==> config.mk <==
export PLATFORM = sky130hd
export DESIGN_NAME = rgb_to_yuv420_pixel_converter
export DESIGN_NICKNAME = d
export VERILOG_FILES = /design/src/rtl/core/rgb2yuv_pkg.sv /design/src/rtl/core/rgb_to_yuv420_pixel_converter.sv /design/src/rtl/core/rgb2yuv_pos.sv /design/src/rtl/core/rgb2yuv_csc.sv
export SDC_FILE = /design/constraint.sdc
export NUM_CORES = 2
export LEC_CHECK = 0
export CORE_MARGIN = 2
export CORE_UTILIZATION = 59
export DETAILED_ROUTE_END_ITERATION = 10
export DONT_BUFFER_PORTS = 1
export GPL_ROUTABILITY_DRIVEN = 0
export MAX_ROUTING_LAYER = met4
export PLACE_DENSITY_LB_ADDON = 0.3
export SLEW_MARGIN = 15
export SYNTH_ARGS = -nofsm -noshare
export SYNTH_HDL_FRONTEND = slang
export SYNTH_SLANG_ARGS = --single-unit
==> constraint.sdc <==
create_clock -name clk -period 17.1 [get_ports clk]
set_input_delay 3.42 -clock clk [delete_from_list [all_inputs] [get_ports clk]]
set_output_delay 3.42 -clock clk [all_outputs]
set_load 0.1 [all_outputs]
==> src/rtl/core/rgb2yuv_pkg.sv <==
`timescale 1ns / 1ps

package rgb2yuv_pkg;

  // Widths fixed by the register map and the pixel format
  localparam int CFG_W  = 13;   // widest register, also width/height registers
  localparam int PAIR_W = 12;   // row-pair registers
  localparam int ROW_W  = 12;   // row counter wraps at 4096
  localparam int POS_W  = 12;   // column/row fields in the result
  localparam int PIX_W  = 8;

  // Register index map
  typedef enum logic [2:0] {
    REG_IMAGE_WIDTH    = 3'd0,
    REG_IMAGE_HEIGHT   = 3'd1,
    REG_BLUE_FIRST     = 3'd2,
    REG_SWAP_UV        = 3'd3,
    REG_FIRST_ROW_PAIR = 3'd4,
    REG_LAST_ROW_PAIR  = 3'd5
  } cfg_reg_t;

  // BT.601 weights, Q20
  typedef logic signed [20:0] weight_t;

  localparam weight_t W_RY = 21'sd269484;
  localparam weight_t W_GY = 21'sd528482;
  localparam weight_t W_BY = 21'sd102760;
  localparam weight_t W_RU = -21'sd155188;
  localparam weight_t W_GU = -21'sd305135;
  localparam weight_t W_BU = 21'sd460324;
  localparam weight_t W_RV = 21'sd460324;
  localparam weight_t W_GV = -21'sd385875;
  localparam weight_t W_BV = -21'sd74448;

  localparam longint Y_OFFSET = 64'sd16;
  localparam longint C_OFFSET = 64'sd128;

  // Position of the pixel handed from the counter block to the top
  typedef struct packed {
    logic [POS_W-1:0] pixel_column;
    logic [POS_W-1:0] pixel_row;
    logic             chroma_valid;
    logic             last_of_stripe;
  } pos_t;

endpackage

==> src/rtl/core/rgb_to_yuv420_pixel_converter.sv <==
`timescale 1ns / 1ps
// Path: input register -> color math -> result register -> out_*.
// Throughput: one pixel per clock while out_tready stays high; input register -> color math -> result register.
// in_tready stays high while the result register is empty or being drained.
// Reset (rst_n low, synchronous): clears valids and the column/row counters and
// loads the registers with width 1, height 1, last_row_pair 1, all others 0.

module rgb_to_yuv420_pixel_converter #(
  parameter int MAX_WIDTH    = 4096,
  parameter int WEIGHT_SHIFT = 20
) (
  input  logic        clk,
  input  logic        rst_n,

  // Configuration write port
  input  logic        cfg_wr_en,
  input  logic [2:0]  cfg_addr,
  input  logic [12:0] cfg_wdata,

  // Pixel input
  input  logic        in_tvalid,
  output logic        in_tready,
  input  logic [23:0] in_tdata,    // chan0 [7:0], chan1 [15:8], chan2 [23:16]
  input  logic        in_tuser,    // start_of_stripe

  // Converted output
  output logic        out_tvalid,
  input  logic        out_tready,
  output logic [47:0] out_tdata,   // luma [7:0], first_chroma [15:8],
                                   // second_chroma [23:16], pixel_column [35:24],
                                   // pixel_row [47:36]
  output logic        out_tuser,   // chroma_valid
  output logic        out_tlast    // last_of_stripe
);

  localparam int CW = rgb2yuv_pkg::CFG_W;
  localparam int PR = rgb2yuv_pkg::PAIR_W;
  localparam int PW = rgb2yuv_pkg::PIX_W;

  // ---------------------------------------------------------------------------
  // Configuration registers. Writes to unused indexes are dropped.
  // ---------------------------------------------------------------------------
  logic [CW-1:0] image_width_r, image_height_r;
  logic          blue_first_r, swap_uv_r;
  logic [PR-1:0] first_row_pair_r, last_row_pair_r;

  always_ff @(posedge clk) begin
    if (!rst_n) begin
      image_width_r    <= CW'(1);
      image_height_r   <= CW'(1);
      blue_first_r     <= 1'b0;
      swap_uv_r        <= 1'b0;
      first_row_pair_r <= '0;
      last_row_pair_r  <= PR'(1);
    end else if (cfg_wr_en) begin
      case (rgb2yuv_pkg::cfg_reg_t'(cfg_addr))
        rgb2yuv_pkg::REG_IMAGE_WIDTH:    image_width_r    <= cfg_wdata;
        rgb2yuv_pkg::REG_IMAGE_HEIGHT:   image_height_r   <= cfg_wdata;
        rgb2yuv_pkg::REG_BLUE_FIRST:     blue_first_r     <= cfg_wdata[0];
        rgb2yuv_pkg::REG_SWAP_UV:        swap_uv_r        <= cfg_wdata[0];
        rgb2yuv_pkg::REG_FIRST_ROW_PAIR: first_row_pair_r <= cfg_wdata[PR-1:0];
        rgb2yuv_pkg::REG_LAST_ROW_PAIR:  last_row_pair_r  <= cfg_wdata[PR-1:0];
        default: ;
      endcase
    end
  end

  // ---------------------------------------------------------------------------
  // Input register. It advances into the result register whenever that one is
  // empty or being drained in the same cycle, so a beat can enter every clock.
  // ---------------------------------------------------------------------------
  logic          in_valid_r;
  logic          in_start_r;
  logic [PW-1:0] in_c0_r, in_c1_r, in_c2_r;
  logic          out_valid_r, out_valid_nxt;
  logic          s1_adv;
  logic          in_acc;

  assign s1_adv    = in_valid_r && (!out_valid_r || out_tready);
  assign in_tready = !in_valid_r || s1_adv;
  assign in_acc    = in_tvalid && in_tready;

  always_ff @(posedge clk) begin
    if (!rst_n) begin
      in_valid_r <= 1'b0;
    end else if (in_tready) begin
      in_valid_r <= in_tvalid;
    end
  end

  always_ff @(posedge clk) begin
    if (in_acc) begin
      in_start_r <= in_tuser;
      in_c0_r    <= in_tdata[7:0];
      in_c1_r    <= in_tdata[15:8];
      in_c2_r    <= in_tdata[23:16];
    end
  end

  // ---------------------------------------------------------------------------
  // Column/row tracking. Counters step only when the pixel moves on, so they
  // follow the accepted order regardless of stalls.
  // ---------------------------------------------------------------------------
  rgb2yuv_pkg::pos_t pos;

  rgb2yuv_pos #(
    .MAX_WIDTH (MAX_WIDTH)
  ) u_pos (
    .clk            (clk),
    .rst_n          (rst_n),
    .advance        (s1_adv),
    .start          (in_start_r),
    .image_width    (image_width_r),
    .image_height   (image_height_r),
    .first_row_pair (first_row_pair_r),
    .last_row_pair  (last_row_pair_r),
    .pos            (pos)
  );

  // ---------------------------------------------------------------------------
  // Color math: three constant-weight multiply-add trees with clamping.
  // Chroma is forced to zero off the even/even grid.
  // ---------------------------------------------------------------------------
  logic [PW-1:0] luma, first_chroma, second_chroma;

  rgb2yuv_csc #(
    .WEIGHT_SHIFT (WEIGHT_SHIFT)
  ) u_csc (
    .chan0         (in_c0_r),
    .chan1         (in_c1_r),
    .chan2         (in_c2_r),
    .blue_first    (blue_first_r),
    .swap_uv       (swap_uv_r),
    .chroma_valid  (pos.chroma_valid),
    .luma          (luma),
    .first_chroma  (first_chroma),
    .second_chroma (second_chroma)
  );

  // ---------------------------------------------------------------------------
  // Result register: hold while the sink stalls, load on advance.
  // ---------------------------------------------------------------------------
  logic [47:0] out_data_r;
  logic        out_user_r, out_last_r;

  always_comb begin
    if (s1_adv) begin
      out_valid_nxt = 1'b1;
    end else if (out_tready) begin
      out_valid_nxt = 1'b0;
    end else begin
      out_valid_nxt = out_valid_r;
    end
  end

  always_ff @(posedge clk) begin
    if (!rst_n) begin
      out_valid_r <= 1'b0;
    end else begin
      out_valid_r <= out_valid_nxt;
    end
  end

  always_ff @(posedge clk) begin
    if (s1_adv) begin
      out_data_r <= {pos.pixel_row, pos.pixel_column, second_chroma, first_chroma, luma};
      out_user_r <= pos.chroma_valid;
      out_last_r <= pos.last_of_stripe;
    end
  end

  assign out_tvalid = out_valid_r;
  assign out_tdata  = out_data_r;
  assign out_tuser  = out_user_r;
  assign out_tlast  = out_last_r;

  // ---------------------------------------------------------------------------
  // Checks
  // ---------------------------------------------------------------------------
  // Chroma only on even row and even column.
  a_chroma_grid: assert property (@(posedge clk) disable iff (!rst_n)
    out_tvalid && out_tuser |-> !out_tdata[24] && !out_tdata[36])
    else $error("chroma flagged on odd row or column");

  // Chroma bytes are zero off the grid.
  a_chroma_zero: assert property (@(posedge clk) disable iff (!rst_n)
    out_tvalid && !out_tuser |-> out_tdata[23:8] == 16'd0)
    else $error("chroma bytes nonzero without chroma_valid");

  // Empty result register never blocks the input.
  a_no_bubble_stall: assert property (@(posedge clk) disable iff (!rst_n)
    !out_valid_r |-> in_tready)
    else $error("input stalled with empty result register");

  // A pixel leaving the input register shows up as a result next cycle.
  a_advance_lands: assert property (@(posedge clk) disable iff (!rst_n)
    s1_adv |=> out_tvalid)
    else $error("advanced pixel lost");

endmodule

==> src/rtl/core/rgb2yuv_pos.sv <==
`timescale 1ns / 1ps

module rgb2yuv_pos #(
  parameter int MAX_WIDTH = 4096
) (
  input  logic                              clk,
  input  logic                              rst_n,
  input  logic                              advance,
  input  logic                              start,
  input  logic [rgb2yuv_pkg::CFG_W-1:0]     image_width,
  input  logic [rgb2yuv_pkg::CFG_W-1:0]     image_height,
  input  logic [rgb2yuv_pkg::PAIR_W-1:0]    first_row_pair,
  input  logic [rgb2yuv_pkg::PAIR_W-1:0]    last_row_pair,
  output rgb2yuv_pkg::pos_t                 pos
);

  localparam int CW      = rgb2yuv_pkg::CFG_W;
  localparam int RW      = rgb2yuv_pkg::ROW_W;
  localparam int REG_MAX = (1 << CW) - 1;
  localparam int CAP     = (MAX_WIDTH > REG_MAX) ? REG_MAX : MAX_WIDTH;
  localparam int COL_W   = $clog2(CAP);
  localparam logic [CW-1:0] CAP_W = CW'(CAP);

  logic [COL_W-1:0] col_r, col_nxt;
  logic [RW-1:0]    row_r, row_nxt;

  logic [CW-1:0]    eff_w;
  logic [COL_W-1:0] col_start, col_cur;
  logic [RW-1:0]    row_cur;
  logic [CW-1:0]    col_ext, col_inc;
  logic             wrap;
  logic [CW-1:0]    end_pair, end_row;
  logic             last;

  always_comb begin
    if (image_width == '0) begin
      eff_w = CW'(1);
    end else if (image_width > CAP_W) begin
      eff_w = CAP_W;
    end else begin
      eff_w = image_width;
    end

    col_start = start ? '0 : col_r;
    row_cur   = start ? {first_row_pair[RW-2:0], 1'b0} : row_r;
    col_cur   = (CW'(col_start) >= eff_w) ? '0 : col_start;
    col_ext   = CW'(col_cur);
    col_inc   = col_ext + CW'(1);
    wrap      = col_inc >= eff_w;

    end_pair = {last_row_pair, 1'b0};
    end_row  = (end_pair > image_height) ? image_height : end_pair;
    last     = (end_row != '0) && (CW'(row_cur) == end_row - CW'(1)) &&
               (col_ext == eff_w - CW'(1));

    col_nxt = wrap ? '0 : col_inc[COL_W-1:0];
    row_nxt = wrap ? row_cur + RW'(1) : row_cur;
  end

  always_ff @(posedge clk) begin
    if (!rst_n) begin
      col_r <= '0;
      row_r <= '0;
    end else if (advance) begin
      col_r <= col_nxt;
      row_r <= row_nxt;
    end
  end

  assign pos.pixel_column   = col_ext[rgb2yuv_pkg::POS_W-1:0];
  assign pos.pixel_row      = row_cur;
  assign pos.chroma_valid   = !row_cur[0] && !col_cur[0];
  assign pos.last_of_stripe = last;

endmodule

==> src/rtl/core/rgb2yuv_csc.sv <==
`timescale 1ns / 1ps

module rgb2yuv_csc #(
  parameter int WEIGHT_SHIFT = 20
) (
  input  logic [rgb2yuv_pkg::PIX_W-1:0] chan0,
  input  logic [rgb2yuv_pkg::PIX_W-1:0] chan1,
  input  logic [rgb2yuv_pkg::PIX_W-1:0] chan2,
  input  logic                          blue_first,
  input  logic                          swap_uv,
  input  logic                          chroma_valid,
  output logic [rgb2yuv_pkg::PIX_W-1:0] luma,
  output logic [rgb2yuv_pkg::PIX_W-1:0] first_chroma,
  output logic [rgb2yuv_pkg::PIX_W-1:0] second_chroma
);

  localparam int PW    = rgb2yuv_pkg::PIX_W;
  localparam int PROD_W = 30;
  localparam int SUM_W = ((WEIGHT_SHIFT > 20) ? WEIGHT_SHIFT : 20) + 12;
  localparam longint HALF = 64'sd1 << (WEIGHT_SHIFT - 1);
  localparam logic signed [SUM_W-1:0] Y_BIAS =
    SUM_W'((rgb2yuv_pkg::Y_OFFSET << WEIGHT_SHIFT) + HALF);
  localparam logic signed [SUM_W-1:0] C_BIAS =
    SUM_W'((rgb2yuv_pkg::C_OFFSET << WEIGHT_SHIFT) + HALF);

  // Floor-shift, then clamp to 0..255
  function automatic logic [PW-1:0] sat8(input logic signed [SUM_W-1:0] s);
    logic signed [SUM_W-1:0] q;
    q = s >>> WEIGHT_SHIFT;
    if (s < 0) begin
      sat8 = '0;
    end else if (q > SUM_W'(255)) begin
      sat8 = '1;
    end else begin
      sat8 = q[PW-1:0];
    end
  endfunction

  logic signed [PW:0]       r_s, g_s, b_s;
  logic signed [PROD_W-1:0] p_ry, p_gy, p_by, p_ru, p_gu, p_bu, p_rv, p_gv, p_bv;
  logic signed [SUM_W-1:0]  y_sum, u_sum, v_sum;
  logic [PW-1:0]            u_val, v_val;

  always_comb begin
    r_s = $signed({1'b0, blue_first ? chan2 : chan0});
    g_s = $signed({1'b0, chan1});
    b_s = $signed({1'b0, blue_first ? chan0 : chan2});

    p_ry = rgb2yuv_pkg::W_RY * r_s;
    p_gy = rgb2yuv_pkg::W_GY * g_s;
    p_by = rgb2yuv_pkg::W_BY * b_s;
    p_ru = rgb2yuv_pkg::W_RU * r_s;
    p_gu = rgb2yuv_pkg::W_GU * g_s;
    p_bu = rgb2yuv_pkg::W_BU * b_s;
    p_rv = rgb2yuv_pkg::W_RV * r_s;
    p_gv = rgb2yuv_pkg::W_GV * g_s;
    p_bv = rgb2yuv_pkg::W_BV * b_s;

    y_sum = SUM_W'(p_ry) + SUM_W'(p_gy) + SUM_W'(p_by) + Y_BIAS;
    u_sum = SUM_W'(p_ru) + SUM_W'(p_gu) + SUM_W'(p_bu) + C_BIAS;
    v_sum = SUM_W'(p_rv) + SUM_W'(p_gv) + SUM_W'(p_bv) + C_BIAS;

    luma  = sat8(y_sum);
    u_val = chroma_valid ? sat8(u_sum) : '0;
    v_val = chroma_valid ? sat8(v_sum) : '0;

    first_chroma  = swap_uv ? v_val : u_val;
    second_chroma = swap_uv ? u_val : v_val;
  end

endmodule

== Word-level counts from Yosys, hierarchy flattened ==
Cells that the tools add are included.
Cells by class
  order comparisons: 10
  reductions and logical operators: 21
  mux-type cells: 21
  add/sub/neg operators: 13
  equal/unequal tests: 7
  multipliers: 9
Operator list (number)
  < comparator 32 x 1 -> 1 bit (second input constant): 3
  two-way mux 8 bit: 11
  multiplier 17 x 8 -> 25 bit (first input constant): 3
  adder 32 x 29 -> 32 bit (second input constant): 2
  adder 32 x 30 -> 32 bit: 2
  adder 28 x 29 -> 30 bit: 2
  two-way mux 12 bit: 5
  multiplier 20 x 9 -> 29 bit (first input constant): 2
  two-way mux 13 bit: 3
  > comparator 12 x 9 -> 1 bit (second input constant): 3
  adder 32 x 26 -> 32 bit (second input constant): 1
  adder 30 x 27 -> 31 bit: 1
  adder 30 x 30 -> 31 bit: 1
  multiplier 19 x 8 -> 27 bit (first input constant): 1
  equality test 12 x 13 -> 1 bit: 2
  multiplier 17 x 9 -> 26 bit (first input constant): 1
  subtractor 13 x 1 -> 13 bit (second input constant): 2
  multiplier 14 x 9 -> 23 bit (first input constant): 1
  multiplier 14 x 8 -> 22 bit (first input constant): 1
  adder 12 x 1 -> 13 bit (second input constant): 1
  >= comparator 12 x 13 -> 1 bit: 1
  >= comparator 13 bit: 1
  > comparator 13 bit: 1
  > comparator 13 bit (second input constant): 1
  other kinds (13): 29
Storage, ports and cells
  bits of input ports: 46
  register bits after elaboration: 152
  word-level logic and storage cells: 99

== Depth between registers and ports, before layout ==
  word-level depth: 10
  depth in mapped cells: 43

== Hierarchy ==
Synthesis repeated with hierarchy kept, for this count alone.
Unflattened totals
  cells, all modules: 3283
  area total of the unflattened synthesis: 30964.7 um2
By module, submodules not included
  rgb2yuv_csc: sequential area each 0.0 um2, instances 1, area an instance 22745.6 um2, cells an instance 2463
  rgb_to_yuv420_pixel_converter: sequential area each 3333.2 um2, instances 1, area an instance 4299.1 um2, cells an instance 274
  rgb2yuv_pos: sequential area each 480.5 um2, instances 1, area an instance 3920.0 um2, cells an instance 546

== Least setup slack after synthesis ==
OpenSTA, ideal clock, no wires.
  path kind: register to register
  from: reg blue_first_r
  to: reg out_data_r[10] (netlist: out_tdata[10]), data pin
  clock period less this slack: 10.283 ns
  path slack: 6.817 ns
  data required time: 16.824 ns
  cell stages (with the launch flop): 41
  arrival: 10.007 ns
  library setup time: 0.276 ns
  path through: dfxtp_1 -> buf_6 -> buf_1 -> mux2i_1 -> inv_1 -> fa_1 -> fa_1 -> ha_1 -> fa_1 -> ha_1 -> a21o_1 -> a21oi_1 -> o21bai_1 -> a21oi_1 -> o21a_1 -> o21ai_0 -> o21ai_0 -> nand2b_1 -> [... 5 more ...] -> or4_1 -> a31oi_1 -> o21ai_0 -> a21boi_0 -> o21a_1 -> nor2_1 -> xnor2_1 -> ha_1 -> ha_1 -> or2_2 -> a21oi_1 -> a311oi_1 -> a2111o_1 -> nand2_1 -> or3b_1 -> and3b_1 -> inv_2 -> o221ai_1
Between the ends
  longest elaborated chain between the ends: 10
  elaborated cells on any way between the ends: 23
  classes of those cells: 6 x add/sub; 4 x mul; 4 x order compare; 9 x mux
Ends and longest elaborated chain
  start, declared: line rgb_to_yuv420_pixel_converter.sv:44  | logic blue_first_r, swap_uv_r;
  start signal, assigned: line rgb_to_yuv420_pixel_converter.sv:59  | rgb2yuv_pkg::REG_BLUE_FIRST: blue_first_r <= cfg_wdata[0];
  branches (longest 9 deep; another with adder 32 x 30 -> 32 bit)
  two-way mux 8 bit *: line rgb2yuv_csc.sv:67  | first_chroma = swap_uv ? v_val : u_val;
  via first_chroma[2]: line rgb_to_yuv420_pixel_converter.sv:124  | logic [PW-1:0] luma, first_chroma, second_chroma;
  end signal, assigned: line rgb_to_yuv420_pixel_converter.sv:166  | out_data_r <= {pos.pixel_row, pos.pixel_column, second_chroma, first_chroma, luma};
  end, declared: line rgb_to_yuv420_pixel_converter.sv:143  | logic [47:0] out_data_r;
Mark *: on every way through the listed nets, which the timed path passes.
A chain may end at the register's enable or synchronous reset.

== Worst setup path in the final report ==
Same ends and word-level chain as after synthesis.

==> run metrics <==
Slew Limit Fails 0; Critical Path End Type flip-flop; pin count of the biggest net entering global routing 54; CP max stage delay roughly 0.75 ns; worst-skew pair later-pin latency 0.48 ns; Inserted Clock Buffers 17; layout cells sized above 1 3.34%; Ys Warns 0; global-route track usage on met1 43.9%; Final #Nets 4447; DIE HEIGHT 233 µm; Core Region 52300 µm²; Least-Margin Pin Slew 1.01 ns; CTS-repair resized insts 0; deepest clock path buffer count 2; PortBufs 0; Max-slew headroom 31.6%; maximum clock rate 88.4 MHz; final setup skew 0.0118 ns; number of global-route vias before repair 24.4k; met3 Use GR ~5.3%; register area 3790 µm²; drt total wl between 80000 and 90000 µm; Final Non-Filler Cells approximately 4.2k; die area 54500 µm²; sequential area share after synthesis 12.2%; GR met2 Demand/Resource 50.0%; initial antenna violation count 5; GRT Overall Usage 32.8%; top_reg_cell synth dfxtp_1; Yosys reg bits 152; Via-to-Cell Ratio 5.99; Max FO, Critical Path 18; commonest non-fill, non-tap cells in the layout ha_1 (651), inv_1 (573), fa_1 (295); Worst Path Required 17.29 ns; Initial Util about 60%; Finish-stage setup viols 0; Synth cell types 90; Max-cap violations 0; Async SR Flop Fraction 0%; endpoints failing hold 0; commonest non-fill, non-tap cell in the layout ha_1; Placed Instances 4124; worst path bufs/invs 3; Arr. time, crit path 11.51 ns; shortest period the worst path allows 11.31 ns; placed instance area 31900 µm²; grt total ovfl 0; Synth Net Count around 4.5k; CTS Root Cell clkbuf_16; Post-synth EDFFs 75; Hold WC Path Type reg -> reg; TNS Setup 0 ns; number of detailed-route iterations in the first pass 6; drt drc 0; area of the multi-input gates 24900 µm²; post-layout util 62.0%; first-pass GRT wire length 134000 µm; Iter 0 DRT Violations 1982; status finished clean; Final Cell Area 32500 µm²; Reg clk slew, reported paths 0.07 ns; crit path launch type flip-flop; Chip Width 233 µm; CTS H-tree depth 4; Mapped Area 31100 µm²; Crit Path Class reg -> reg; DP HPWL between 70000 and 80000 µm; crit-path most repeated cell ha_1; RSZ-0062 raised after global routing false; Core Rows 84; Tcrit/Tclk final 66.2%; slowest stage cell, crit path fa_1; FILL cells 4414; Antenna Violating Nets Remaining 0; Syn Area/Cell between 8 and 9 µm²; clk sinks 152; kind of cell adding the most delay to the critical path adder cells; Routed WL per cell roughly 20 µm; layout overhead on the synthesized area 4.58%; IO Count 98; Post-CTS Setup Bufs 0; CTS tree yes; global route hottest layer met2; vias post-DR between 20k and 25k; Hold-fix buffers, CTS 0; cells after synthesis 3462
==> cell usage after synthesis, types with 45 or more instances <==
master	number	area (µm²)
a21o_1	72	541
a21oi_1	206	1030
dfxtp_1	77	1540
edfxtp_1	75	2250
fa_1	295	5910
ha_1	651	8150
inv_1	574	2150
nand2_1	237	890
nand3_1	75	375
nor2_1	182	683
nor3_1	73	365
o21a_1	45	338
o21ai_0	76	380
xnor2_1	165	1450
xor2_1	64	561
==> kinds of logic after synthesis <==
kind of cell	share of synthesized area, %
compound gates	14.1
xor+xnor	6.53
fa+ha+maj	45.3
buf+inv	7.56
flops	12.2
mux	1.57
simple gates	12.8
==> worst reg2reg max path, delay by kind of cell (launching register included) <==
kind	cells	cell delay (ns)
adders and majority gates	9	3.87
AOI/OAI and AO/OA	15	2.90
and+or+nand+nor	9	2.04
buffers and inverters	3	0.91
muxes	1	0.63
xor gates and xnor gates	2	0.38
DFF	1	0.31
==> layout make-up <==
class	count	area share [%]
multi-input combinational	2688	76.7
sequential	152	11.7
inverter	578	6.68
tap	688	2.65
clock buffer	18	1.39
timing repair buffer	18	0.416
clock inverter	14	0.412
antenna	7	0.0539
==> metal layers <==
layer / up-vias / part of all wire (%)
met5: - / 0
met4: 0 / 4.0
met3: 165 / 7.7
met2: 940 / 44
met1: 11900 / 44
li1: 11900 / -
==> per-stage QoR <==
stage	worst slack (ns)	hold WS, ns
floorplan	6.82	0.429
global placement	6.13	0.439
detailed placement	5.88	0.446
CTS	5.84	0.454
global route	5.06	0.474
finish	5.79	0.458
==> final timing paths <==
path         cells after the start  slack, ns               to             from
max                             39       5.79    out_tdata[10]     blue_first_r
min                              2       0.46  u_pos.row_r[11]  u_pos.row_r[11]
max reg2reg                     39       5.79    out_tdata[10]     blue_first_r
min reg2reg                      2       0.46  u_pos.row_r[11]  u_pos.row_r[11]
==> sequential cells by signal, indices dropped and copies added (netlist names), 8 cells and up <==
name / cells
u_pos.row_r: 12
u_pos.col_r: 12
in_c1_r: 8
in_c2_r: 8
last_row_pair_r: 12
first_row_pair_r: 11
image_height_r: 13
out_tdata: 48
in_c0_r: 8
image_width_r: 13
Power is left out: the tool's default activity adds up to more than one toggle a clock period on the data nets, which glitch-free logic cannot reach.
